==> config.mk <==
export PLATFORM = sky130hd
export DESIGN_NAME = sws_ctrl
export DESIGN_NICKNAME = d
export VERILOG_FILES = /design/src/rtl/core/sws_pkg.sv /design/src/rtl/core/sws_ctrl.sv
export SDC_FILE = /design/constraint.sdc
export NUM_CORES = 1
export LEC_CHECK = 0
export ABC_AREA = 1
export BUFFER_PORTS_ARGS = -buffer_cell sky130_fd_sc_hd__buf_2
export CORE_AREA = 3 3 40 42
export CTS_CLUSTER_DIAMETER = 60
export CTS_CLUSTER_SIZE = 40
export DETAILED_ROUTE_END_ITERATION = 7
export DIE_AREA = 0 0 43 45
export GPL_TIMING_DRIVEN = 0
export HOLD_SLACK_MARGIN = 0.12
export PLACE_DENSITY = 0.79
export SLEW_MARGIN = 10
export SYNTH_ARGS = -nofsm -noshare
export SYNTH_HDL_FRONTEND = slang
export SYNTH_SLANG_ARGS = --single-unit
export TNS_END_PERCENT = 20
==> constraint.sdc <==
create_clock -name aclk -period 3 [get_ports aclk]
set_clock_uncertainty 0.1 [all_clocks]
set_input_delay 0.6 -clock aclk [delete_from_list [all_inputs] [get_ports aclk]]
set_output_delay 0.6 -clock aclk [all_outputs]
set_load 0.01 [all_outputs]
==> src/rtl/core/sws_pkg.sv <==
// Shared types and constants for the string wave stencil step block.
// Used by sws_ctrl, sws_datapath and string_wave_stencil_step.
package sws_pkg;

    localparam int MAX_POINTS = 64;
    localparam int ADDR_W     = $clog2(MAX_POINTS);
    localparam int CNT_W      = $clog2(MAX_POINTS + 1);

    localparam int DATA_W     = 32;
    localparam int FRAC_BITS  = 24;
    localparam int PIDX_W     = 6;
    localparam int CC_W       = 26;
    localparam int NC_W       = 25;
    localparam int NP_W       = 7;
    localparam int NSUM_W     = DATA_W + 2;
    localparam int PROD_W     = NSUM_W + NC_W + 1;
    localparam int ACC_W      = PROD_W + 2;

    localparam int CFG_ADDR_W = 2;
    localparam int CFG_DATA_W = 26;

    localparam logic [CC_W-1:0] CENTER_COEF_RST   = 26'd33541104;
    localparam logic [NC_W-1:0] NEIGHBOR_COEF_RST = 25'd6664;
    localparam logic [NP_W-1:0] NUM_POINTS_RST    = 7'd64;

    localparam logic [CFG_ADDR_W-1:0] REG_CENTER_COEF   = 2'd0;
    localparam logic [CFG_ADDR_W-1:0] REG_NEIGHBOR_COEF = 2'd1;
    localparam logic [CFG_ADDR_W-1:0] REG_NUM_POINTS    = 2'd2;

    typedef enum logic [1:0] {
        FUNC_LOAD  = 2'd0,
        FUNC_START = 2'd1,
        FUNC_STEP  = 2'd2,
        FUNC_READ  = 2'd3
    } func_t;

    typedef enum logic [2:0] {
        ST_IDLE,
        ST_LOAD,
        ST_RD,
        ST_SWEEP,
        ST_DRAIN,
        ST_RESULT
    } state_t;

    typedef struct packed {
        logic             capture;
        logic             load_wr;
        logic             rd_issue;
        logic             sweep_issue;
        logic [CNT_W-1:0] sweep_idx;
        logic             out_load;
    } sws_cmd_t;

    typedef struct packed {
        logic pipe_busy;
        logic sat;
    } sws_status_t;

endpackage

==> src/rtl/core/sws_ctrl.sv <==
// Controller for the string wave stencil step block: sequences load, read and sweeps.
// Depends on sws_pkg.
module sws_ctrl
    import sws_pkg::*;
(
    input  logic        aclk,
    input  logic        aresetn,
    input  logic        s_tvalid,
    input  func_t       in_func,
    input  logic        out_free,
    input  sws_status_t status,
    output logic        s_tready,
    output sws_cmd_t    cmd
);

    state_t           state_reg, state_next;
    logic [CNT_W-1:0] idx_reg, idx_next;

    always_ff @(posedge aclk) begin
        if (!aresetn) begin
            state_reg <= ST_IDLE;
            idx_reg   <= '0;
        end else begin
            state_reg <= state_next;
            idx_reg   <= idx_next;
        end
    end

    always_comb begin
        state_next = state_reg;
        unique case (state_reg)
            ST_IDLE: begin
                if (s_tvalid) begin
                    unique case (in_func)
                        FUNC_LOAD:  state_next = ST_LOAD;
                        FUNC_READ:  state_next = ST_RD;
                        FUNC_START: state_next = ST_SWEEP;
                        FUNC_STEP:  state_next = ST_SWEEP;
                        default:    state_next = ST_IDLE;
                    endcase
                end
            end
            ST_LOAD:   state_next = ST_RESULT;
            ST_RD:     state_next = ST_RESULT;
            ST_SWEEP: begin
                if (idx_reg == CNT_W'(MAX_POINTS)) begin
                    state_next = ST_DRAIN;
                end
            end
            ST_DRAIN: begin
                if (!status.pipe_busy) begin
                    state_next = ST_RESULT;
                end
            end
            ST_RESULT: begin
                if (out_free) begin
                    state_next = ST_IDLE;
                end
            end
            default:   state_next = ST_IDLE;
        endcase
    end

    always_comb begin
        idx_next = '0;
        if (state_reg == ST_SWEEP) begin
            idx_next = idx_reg + 1'b1;
        end
    end

    always_comb begin
        s_tready         = (state_reg == ST_IDLE);
        cmd.capture      = (state_reg == ST_IDLE) && s_tvalid;
        cmd.load_wr      = (state_reg == ST_LOAD);
        cmd.rd_issue     = (state_reg == ST_RD);
        cmd.sweep_issue  = (state_reg == ST_SWEEP);
        cmd.sweep_idx    = idx_reg;
        cmd.out_load     = (state_reg == ST_RESULT) && out_free;
    end

`ifndef SYNTHESIS
    a_idle_pipe_empty: assert property (@(posedge aclk) disable iff (!aresetn)
        (state_reg == ST_IDLE) |-> !status.pipe_busy)
        else $error("pipeline busy while idle");

    a_out_load_free: assert property (@(posedge aclk) disable iff (!aresetn)
        cmd.out_load |-> out_free)
        else $error("result loaded into occupied output register");

    a_sweep_bound: assert property (@(posedge aclk) disable iff (!aresetn)
        cmd.sweep_issue |-> (cmd.sweep_idx <= CNT_W'(MAX_POINTS)))
        else $error("sweep index past grid");

    a_sweep_to_drain: assert property (@(posedge aclk) disable iff (!aresetn)
        (cmd.sweep_issue && (cmd.sweep_idx == CNT_W'(MAX_POINTS))) |=> (state_reg == ST_DRAIN))
        else $error("sweep did not end in drain");
`endif

endmodule

Yosys cells after proc, flatten, opt, wreduce, memory -nomap -nowiden
Index checks and enable logic that the tools add are counted.
Storage, ports and cells
  register bits: 10
  input port bits: 8
  output and inout bits: 13
Operators by class
  add/subtract/negate cells: 1
  equality and inequality tests: 13
  muxes and demuxes: 6
  reduce and logical (&&, ||, !) cells: 8
Operator list (count)
  case mux 3 bit (5 select lines): 1
  2-to-1 mux 3 bit: 4
  case mux 3 bit (3 select lines): 1
  adder 7 x 1 -> 7 bit, second input constant: 1
  equality test 7 bit, second input constant: 1
  equality test 3 x 2 -> 1 bit, second input constant: 2
  equality test 3 bit, second input constant: 2
  != test 2 bit, second input constant: 3
  equality test 2 bit, second input constant: 2
  AND reduction 4 bit: 1
  OR reduction 2 bit: 2
  equality test 3 x 1 -> 1 bit, second input constant: 1
  logical NOT 3 bit: 1
  equality test 2 x 1 -> 1 bit, second input constant: 1
  logical AND 1 bit: 2
  logical NOT 2 bit: 1
  != test 2 x 1 -> 1 bit, second input constant: 1
  AND reduction 2 bit: 1

Depth between registers and ports, before layout
Gate-level depths: netlist of run 1.
  depth in word-level cells: 5
  mapped depth: 10
  depth with buffers taken out: 10

Least setup slack after synthesis of run 1
No wires, ideal clock.
  kind: in2out
  start point: in s_tvalid
  end point: out cmd[11] (netlist name)
  arrival time: 870 ps
  data required time: 2300 ps
  path slack: 1430 ps
  cell stages on the path: 2
  path through: inv_1 nor3_2
RTL lines
  start, declared: line sws_ctrl.sv:8  | input logic s_tvalid,
  end, declared: line sws_ctrl.sv:13  | output sws_cmd_t cmd

==> results of run 1 <==
[how the worst max path moves through the flow]
stage / start / slack, ns / to
finish: state_reg[2] / 1.20 / cmd[9]
global placement: s_tvalid / 1.27 / cmd[11]
detailed placement: s_tvalid / 1.24 / cmd[11]
floorplan: s_tvalid / 1.43 / cmd[11]
CTS: state_reg[0] / 1.20 / s_tready
global route: state_reg[2] / 1.09 / cmd[0]
[per-layer routing]
| layer | GRT usage [%] | part of all wire, % | wire length [um] |
|---|---|---|---|
| met1 | 14.1 | 42 | 502 |
| met2 | 25.7 | 53 | 624 |
| met3 | 4.78 | 3.0 | 36 |
| met4 | 5.42 | 1.7 | 20 |
| met5 | 0 | 0 | 0 |
[worst max-delay path, delay by kind of cell (launching register included)]
family        cells  cell delay, ns
flops             1            0.47
buf+inv           3            0.26
simple gates      1            0.12
[cells by family (layout without fill, tap and decap cells)]
group,count (synthesis),in the layout,synth area share [%]
buffers and inverters,16,39,10.7
AND/OR/NAND/NOR,47,47,40.7
XOR/XNOR,1,1,1.56
AO/OA/AOI/OAI,7,7,7.11
flip-flops,10,10,35.6
adder cells (fa/ha/maj),2,2,4.44
[power groups by stage]
stage	registers (mW)	logic (mW)	clock network (mW)
floorplan	0.173	0.145	0
global placement	0.177	0.194	0
detailed placement	0.179	0.197	0
CTS	0.176	0.198	0.120
global route	0.178	0.223	0.129
finish	0.176	0.197	0.117
[area by class of cell]
cell class | instances | area (sq um) | share of cell area [%]
repair buffers | 19 | 95.1 | 13.3
multi-input cells | 57 | 303 | 42.5
inverters | 16 | 60.1 | 8.42
clock buffers | 4 | 36.3 | 5.09
flip-flops and latches | 10 | 200 | 28.1
well taps | 15 | 18.8 | 2.63
[stage by stage]
stage | cells | util [%] | worst slack (ns)
2_1_floorplan | 83 | - | 1.43
3_3_place_gp | 117 | 52.7 | 1.27
3_5_place_dp | 117 | 52.7 | 1.24
4_1_cts | 121 | 55.5 | 1.20
5_1_grt | 121 | 55.5 | 1.09
6_report | 121 | 55.5 | 1.20
[synthesized netlist by cell type]
cell type	count	share of area (%)
ha_1	2	4.4
nand2_4	1	2.0
nand3_1	6	5.3
nand2_1	15	10
a21oi_1	3	2.7
nor2_2	3	3.3
nor3_1	1	0.89
inv_2	6	4.0
o21a_1	1	1.3
nand3_2	2	3.6
dfxtp_1	10	36
a31oi_1	2	2.2
nand2_2	1	1.1
nor2_1	14	9.3
inv_1	10	6.7
xor2_1	1	1.6
or2_1	1	1.1
nor3_2	1	1.8
o21ai_1	1	0.89
nand4_1	2	2.2
==> impl_metrics.tcl, run 1 <==
set metrics [dict create \
    critPathSlowestCell "dfxtp_1" \
    overflow 0 \
    clkTransAtPathRegs_ns 0.06 \
    seq_area_frac_synth_pct 35.6 \
    cts_tree "yes" \
    hold_path.class "reg2reg" \
    ff2ff_path_depth 10 \
    yosys_warnings 0 \
    yosysUniqueCellTypes 20 \
    post_dp_cell_area_sq_um 677 \
    worstPathMaxFanout 6 \
    cts_hold_buf 0 \
    ys_ff_latch 10 \
    gp_congestion 0.902 \
    netlist_area_sq_um 563 \
    ioPinCount 21 \
    dr.pass1.iters 4 \
    clkPwrFrac_pct 23.9 \
    fin_nets 117 \
    syn_to_final_growth_pct 26.7 \
    critPathMaxStageDelay_ns 0.47 \
    worstPathArrival_ns 1.10 \
    setup_tns_ns 0 \
    worstHoldPathCells 1 \
    drt_iter0_markers 6 \
    internal-power_mw 0.301 \
    power_frac_seq_pct 35.9 \
    via_per_inst 4.69 \
    drtAntennaViolNets 0 \
    groute.usage.overall_pct 13.8 \
    worstHoldEndpoint "idx_reg[0]" \
    setup_viol 0 \
    avgRoutedWirePerCell_um 9.78 \
    die_h_um 45 \
    synthesis.nets 93 \
    dieWidth_um 43 \
    crit_path_end_kind "output pin" \
    slew_headroom_pct 82.6 \
    cts_buffers 3 \
    crit_type "reg2out" \
    hold_viol_final 0 \
    drive_above_1_share_pct 34.9 \
    p_leak_nw 0.381 \
    min-delay-start "idx_reg[0]" \
    postCtsSetupBuffers 0 \
    largest_reg_flops 7 \
    p_sw_mw 0.190 \
    rsz0062_at_grt "no" \
    start_util_pct 43.8 \
    switching_share_pct 38.7 \
    required_ns 2.30 \
    hold_slack_ns 0.361 \
    fill_cells 134 \
    clock-sinks 10 \
    pwr-share-comb_pct 40.2 \
    clockBufferDepth 2 \
    period_needed_ns 1.80 \
    fin_crit_sh_pct 60.2 \
    port_buffers 19 \
    grt_pass1_vias 511 \
    fmax_ghz 0.554 \
    rr_startpoint "idx_reg[0]" \
    peakVddDrop_mv 0.346 \
    power_mw 0.491 \
    grt_max_degree 7 \
    cp_cell_sequence "inv_2 -> nand3_1 -> inv_1 -> buf_2" \
    tightest_slew_ns 0.260 \
    grt_pass1_wl_um 2000 \
    avgSynthCellArea_sq_um 6.78 \
    hpwl_um 979 \
    vias 568 \
    clk_latency_ns 0.26 \
    slew_viol_final 0 \
    outcome "complete, no violations" \
    wl_um 1180 \
    dieArea_sq_um 1940 \
    post_cts_resized 0 \
    final_cell_mix "buf_2, nand2_1, nor2_1" \
    route.detailed.drc 0 \
    cap_viol_max_count 0 \
    cts_root_buf "clkbuf_4" \
    reg2reg_setup_slack_ns 1.67 \
    stdcell_area_sq_um 713 \
    r2r_end "state_reg[0]" \
    powerDensity_nw_per_um2 688 \
    htree_num_levels 1 \
    start_kind "register" \
    antenna_found_initial 0 \
    core_region_area_sq_um 1280 \
    postSynthCellCount 83 \
    layout_commonest_cell "buf_2" \
    diodes 0 \
    num_rows 13 \
]
Power figures use the tool's default switching activity.
==> run 2, diff against run 1 <==
- CORE_AREA: 3 3 40 42 -> 3 3 42 44
- DIE_AREA: 0 0 43 45 -> 0 0 45 47
- PLACE_DENSITY: 0.79 -> 0.76
- clock period: 3 -> 1.56 ns (I/O delays scaled with it)
==> impl_metrics.tcl, run 2 (synthesized netlist as in run 1, its figures left out) <==
set metrics [dict create \
    setup_tns_ns 0 \
    stdcell_area_sq_um 719 \
    clkTransAtPathRegs_ns 0.07 \
    rr_startpoint "idx_reg[0]" \
    slew_headroom_pct 86.0 \
    finalNonFillerCells 122 \
    hold_viol_final 0 \
    fin_nets 117 \
    dr.pass1.iters 4 \
    cts_root_buf "clkbuf_4" \
    worstPathMaxFanout 4 \
    hold_path.class "in2reg" \
    dieWidth_um 45 \
    drtAntennaViolNets 0 \
    start_kind "register" \
    fin_util_pct 48.9 \
    via_per_inst 4.71 \
    cts_buffers 3 \
    syn_to_final_growth_pct 27.8 \
    cts_tree "yes" \
    tightest_slew_ns 0.208 \
    htree_num_levels 1 \
    clock-sinks 10 \
    final-seq-area_sq_um 203 \
    grt_pass1_wl_um 2030 \
    postCtsSetupBuffers 0 \
    gp_congestion 0.677 \
    period_needed_ns 1.49 \
    die_h_um 47 \
    post_dp_cell_area_sq_um 678 \
    worst_slack_ns 0.0733 \
    fill_cells 153 \
    ioPinCount 21 \
    fmax_ghz 0.673 \
    ff2ff_path_depth 10 \
    fin_crit_sh_pct 95.3 \
    wl_um 1270 \
    worstHoldPathCells 3 \
    antenna_found_initial 0 \
    drive_above_1_share_pct 37.7 \
    required_ns 1.15 \
    final_cell_mix "buf_2, nand2_1, nor2_1" \
    cap_viol_max_count 0 \
    avgRoutedWirePerCell_um 10.4 \
    worstPathArrival_ns 1.07 \
    hpwl_um 995 \
    groute.usage.overall_pct 13.8 \
    p_leak_nw 0.381 \
    grt_max_degree 7 \
    grt_pass1_vias 503 \
    vias 575 \
    overflow 0 \
    clk_latency_ns 0.27 \
    slew_viol_final 0 \
    crit_path_end_kind "output pin" \
    drt_iter0_markers 5 \
    diodes 0 \
    startpoint "state_reg[0]" \
    hold_slack_ns 0.191 \
    outcome "complete, no violations" \
    rsz0062_at_grt "no" \
    start_util_pct 38.3 \
    multi_input_area_sq_um 305 \
    power_mw 0.982 \
    powerDensity_nw_per_um2 1370 \
    dieArea_sq_um 2120 \
    setup_viol 0 \
    route.detailed.drc 0 \
    place_inst 118 \
    peakVddDrop_mv 0.511 \
    layout_commonest_cell "buf_2" \
    largest_reg_flops 7 \
    crit_type "reg2out" \
    num_rows 14 \
    port_buffers 19 \
    dpl_worst_slack_ns 0.237 \
    core_region_area_sq_um 1470 \
    min-delay-start "aresetn" \
    clockBufferDepth 2 \
]
==> run 2: cell types whose count changed in the layout (fill, tap and decap cells not counted) <==
| cell | previous run | this run |
|---|---|---|
| dfxtp_1 | 10 | 8 |
| nor2_1 | 14 | 13 |
| nor2_2 | 3 | 4 |
| dfxtp_2 | 0 | 2 |
==> run 2: power breakdown <==
group,switching (mW),internal (mW),total [mW]
clock,0.0955,0.142,0.237
sequential,0.0520,0.295,0.347
combinational,0.246,0.153,0.398
total,0.393,0.589,0.982
==> run 2: critical path, stage by stage, from the launching register on <==
cell     delay, ns
dfxtp_2       0.35
inv_2         0.09
nand2_2       0.09
nor3_2        0.13
buf_2         0.15
==> run 2: final timing paths <==
path	endpoint	slack, ns
setup / recovery	cmd[11]	0.07
hold / removal	state_reg[2]	0.19
setup reg to reg	state_reg[0]	0.26
hold reg to reg	idx_reg[0]	0.36
==> run 2: layout make-up <==
cell class	count	area share (%)
multi-input cells	57	42.4
flip-flops and latches	10	28.2
repair buffers	19	13.2
inverters	16	8.35
clock buffers	4	5.04
well taps	16	2.78
==> run 2: what timing repair did <==
| action | 4_1_cts | 5_1_grt |
|---|---|---|
| hold buffers | 0 | 0 |
| setup endpoints to repair | 0 | 6 |
| resized for setup | 0 | 3 |
==> run 2: per-layer routing <==
metal / vias to the layer above / GRT usage [%] / share of wire [%]
met1: 252 / 15.2 / 43
met5: - / 0 / 0
met3: 5 / 3.45 / 3.1
met4: 0 / 10.5 / 3.1
li1: 309 / - / -
met2: 9 / 22.9 / 50
==> run 3, diff against run 2 <==
- RECOVER_POWER: default -> 50
==> impl_metrics.tcl, run 3 (synthesized netlist as in run 1, its figures left out) <==
set metrics [dict create \
    rr_startpoint "idx_reg[0]" \
    drtAntennaViolNets 0 \
    route.detailed.drc 0 \
    clock-sinks 10 \
    slew_viol_final 0 \
    post_dp_cell_area_sq_um 678 \
    grt_pass1_vias 503 \
    min-delay-start "aresetn" \
    p_leak_nw 0.362 \
    grt_max_degree 7 \
    slew_headroom_pct 86.2 \
    r2r_end "state_reg[0]" \
    crit_path_end_kind "output pin" \
    htree_num_levels 1 \
    peakVddDrop_mv 0.502 \
    tightest_slew_ns 0.206 \
    cts_tree "yes" \
    syn_to_final_growth_pct 26.2 \
    rsz0062_at_grt "no" \
    num_rows 14 \
    hold_viol_final 0 \
    gp_congestion 0.677 \
    dieArea_sq_um 2120 \
    wl_um 1270 \
    start_kind "register" \
    fin_crit_sh_pct 94.9 \
    powerDensity_nw_per_um2 1370 \
    worstHoldEndpoint "state_reg[2]" \
    setup_tns_ns 0 \
    stdcell_area_sq_um 711 \
    cap_viol_max_count 0 \
    worstPathMaxFanout 4 \
    diodes 0 \
    port_buffers 19 \
    avgRoutedWirePerCell_um 10.4 \
    fill_cells 157 \
    drive_above_1_share_pct 29.2 \
    clkTransAtPathRegs_ns 0.07 \
    worstHoldPathCells 3 \
    clk_latency_ns 0.27 \
    cts_hold_buf 0 \
    grt_util_met3_pct 3.45 \
    period_needed_ns 1.48 \
    core_region_area_sq_um 1470 \
    outcome "complete, no violations" \
    die_h_um 47 \
    worstPathArrival_ns 1.07 \
    fin_util_pct 48.3 \
    ioPinCount 21 \
    fin_nets 117 \
    fmax_ghz 0.675 \
    grt_use_met2_pct 22.9 \
    dieWidth_um 45 \
    overflow 0 \
    dr.pass1.iters 4 \
    cts_root_buf "clkbuf_4" \
    ff2ff_path_depth 10 \
    required_ns 1.15 \
    cts_buffers 3 \
    hold_path.class "in2reg" \
    groute.usage.overall_pct 13.8 \
    crit_type "reg2out" \
    final_cell_mix "nand2_1, nor2_1, buf_2" \
    start_util_pct 38.3 \
    via_per_inst 4.74 \
    reg2reg_setup_slack_ns 0.24 \
    gr-max-usage-layer "met2" \
    grt_pass1_wl_um 2030 \
    gr-usage-met1_pct 15.2 \
    clockBufferDepth 2 \
    layout_commonest_cell "nand2_1" \
    setup_viol 0 \
    drt_iter0_markers 3 \
    hpwl_um 995 \
    antenna_found_initial 0 \
    largest_reg_flops 7 \
    vias 578 \
]
run 3: cell count changes in the layout (fill, tap and decap cells not counted), sizes merged:
cell,previous run,this run
clkbuf,4,9
buf,19,14
run 3: power breakdown:
group / switching (mW) / total, mW / internal [mW]
combinational: 0.243 / 0.394 / 0.151
sequential: 0.0487 / 0.343 / 0.295
clock: 0.0938 / 0.236 / 0.142
total: 0.386 / 0.973 / 0.588
run 3: per-stage QoR:
step,hold slack (ns),worst slack (ns),power [mW],cells
floorplan,0.335,0.251,0.612,83
global placement,0.340,0.254,0.712,118
detailed placement,0.359,0.237,0.727,118
CTS,0.190,0.0109,0.975,122
global route,0.185,0.00294,1.06,122
finish,0.194,0.0794,0.973,122
run 3: worst max-delay path, cell delays in order, from the launching register on:
cell and delay (ns):
dfxtp_2 0.35, inv_2 0.09, nand2_2 0.09, nor3_2 0.13
buf_2 0.15
run 3: cell type report:
class	count	area, sq um	share of cell area [%]
clock buffers	4	36.3	5.11
inverters	16	60.1	8.45
multi-input cells	57	303	42.6
flip-flops and latches	10	203	28.5
well taps	16	20.0	2.82
repair buffers	19	88.8	12.5
run 3: repair_timing:
action	4_1_cts	5_1_grt
gates resized for setup	0	3
endpoints found under the setup margin	0	6
hold endpoints to repair	0	0
setup buffers	0	0
run 3: worst max-delay path by stage:
| stage | from | endpoint | slack, ns | cells past startpoint |
|---|---|---|---|---|
| detailed placement | idx_reg[0] | state_reg[0] | 0.24 | 10 |
| floorplan | idx_reg[0] | state_reg[0] | 0.25 | 10 |
| global placement | idx_reg[0] | state_reg[0] | 0.25 | 10 |
| CTS | state_reg[0] | s_tready | 0.01 | 4 |
| finish | state_reg[0] | cmd[11] | 0.08 | 4 |
| global route | state_reg[0] | s_tready | 0.003 | 4 |
run 3: routing by layer:
metal	vias up	part of all wire, %
met4	0	1.8
met5	-	0
met3	4	3.3
li1	306	-
met2	10	52
met1	258	42
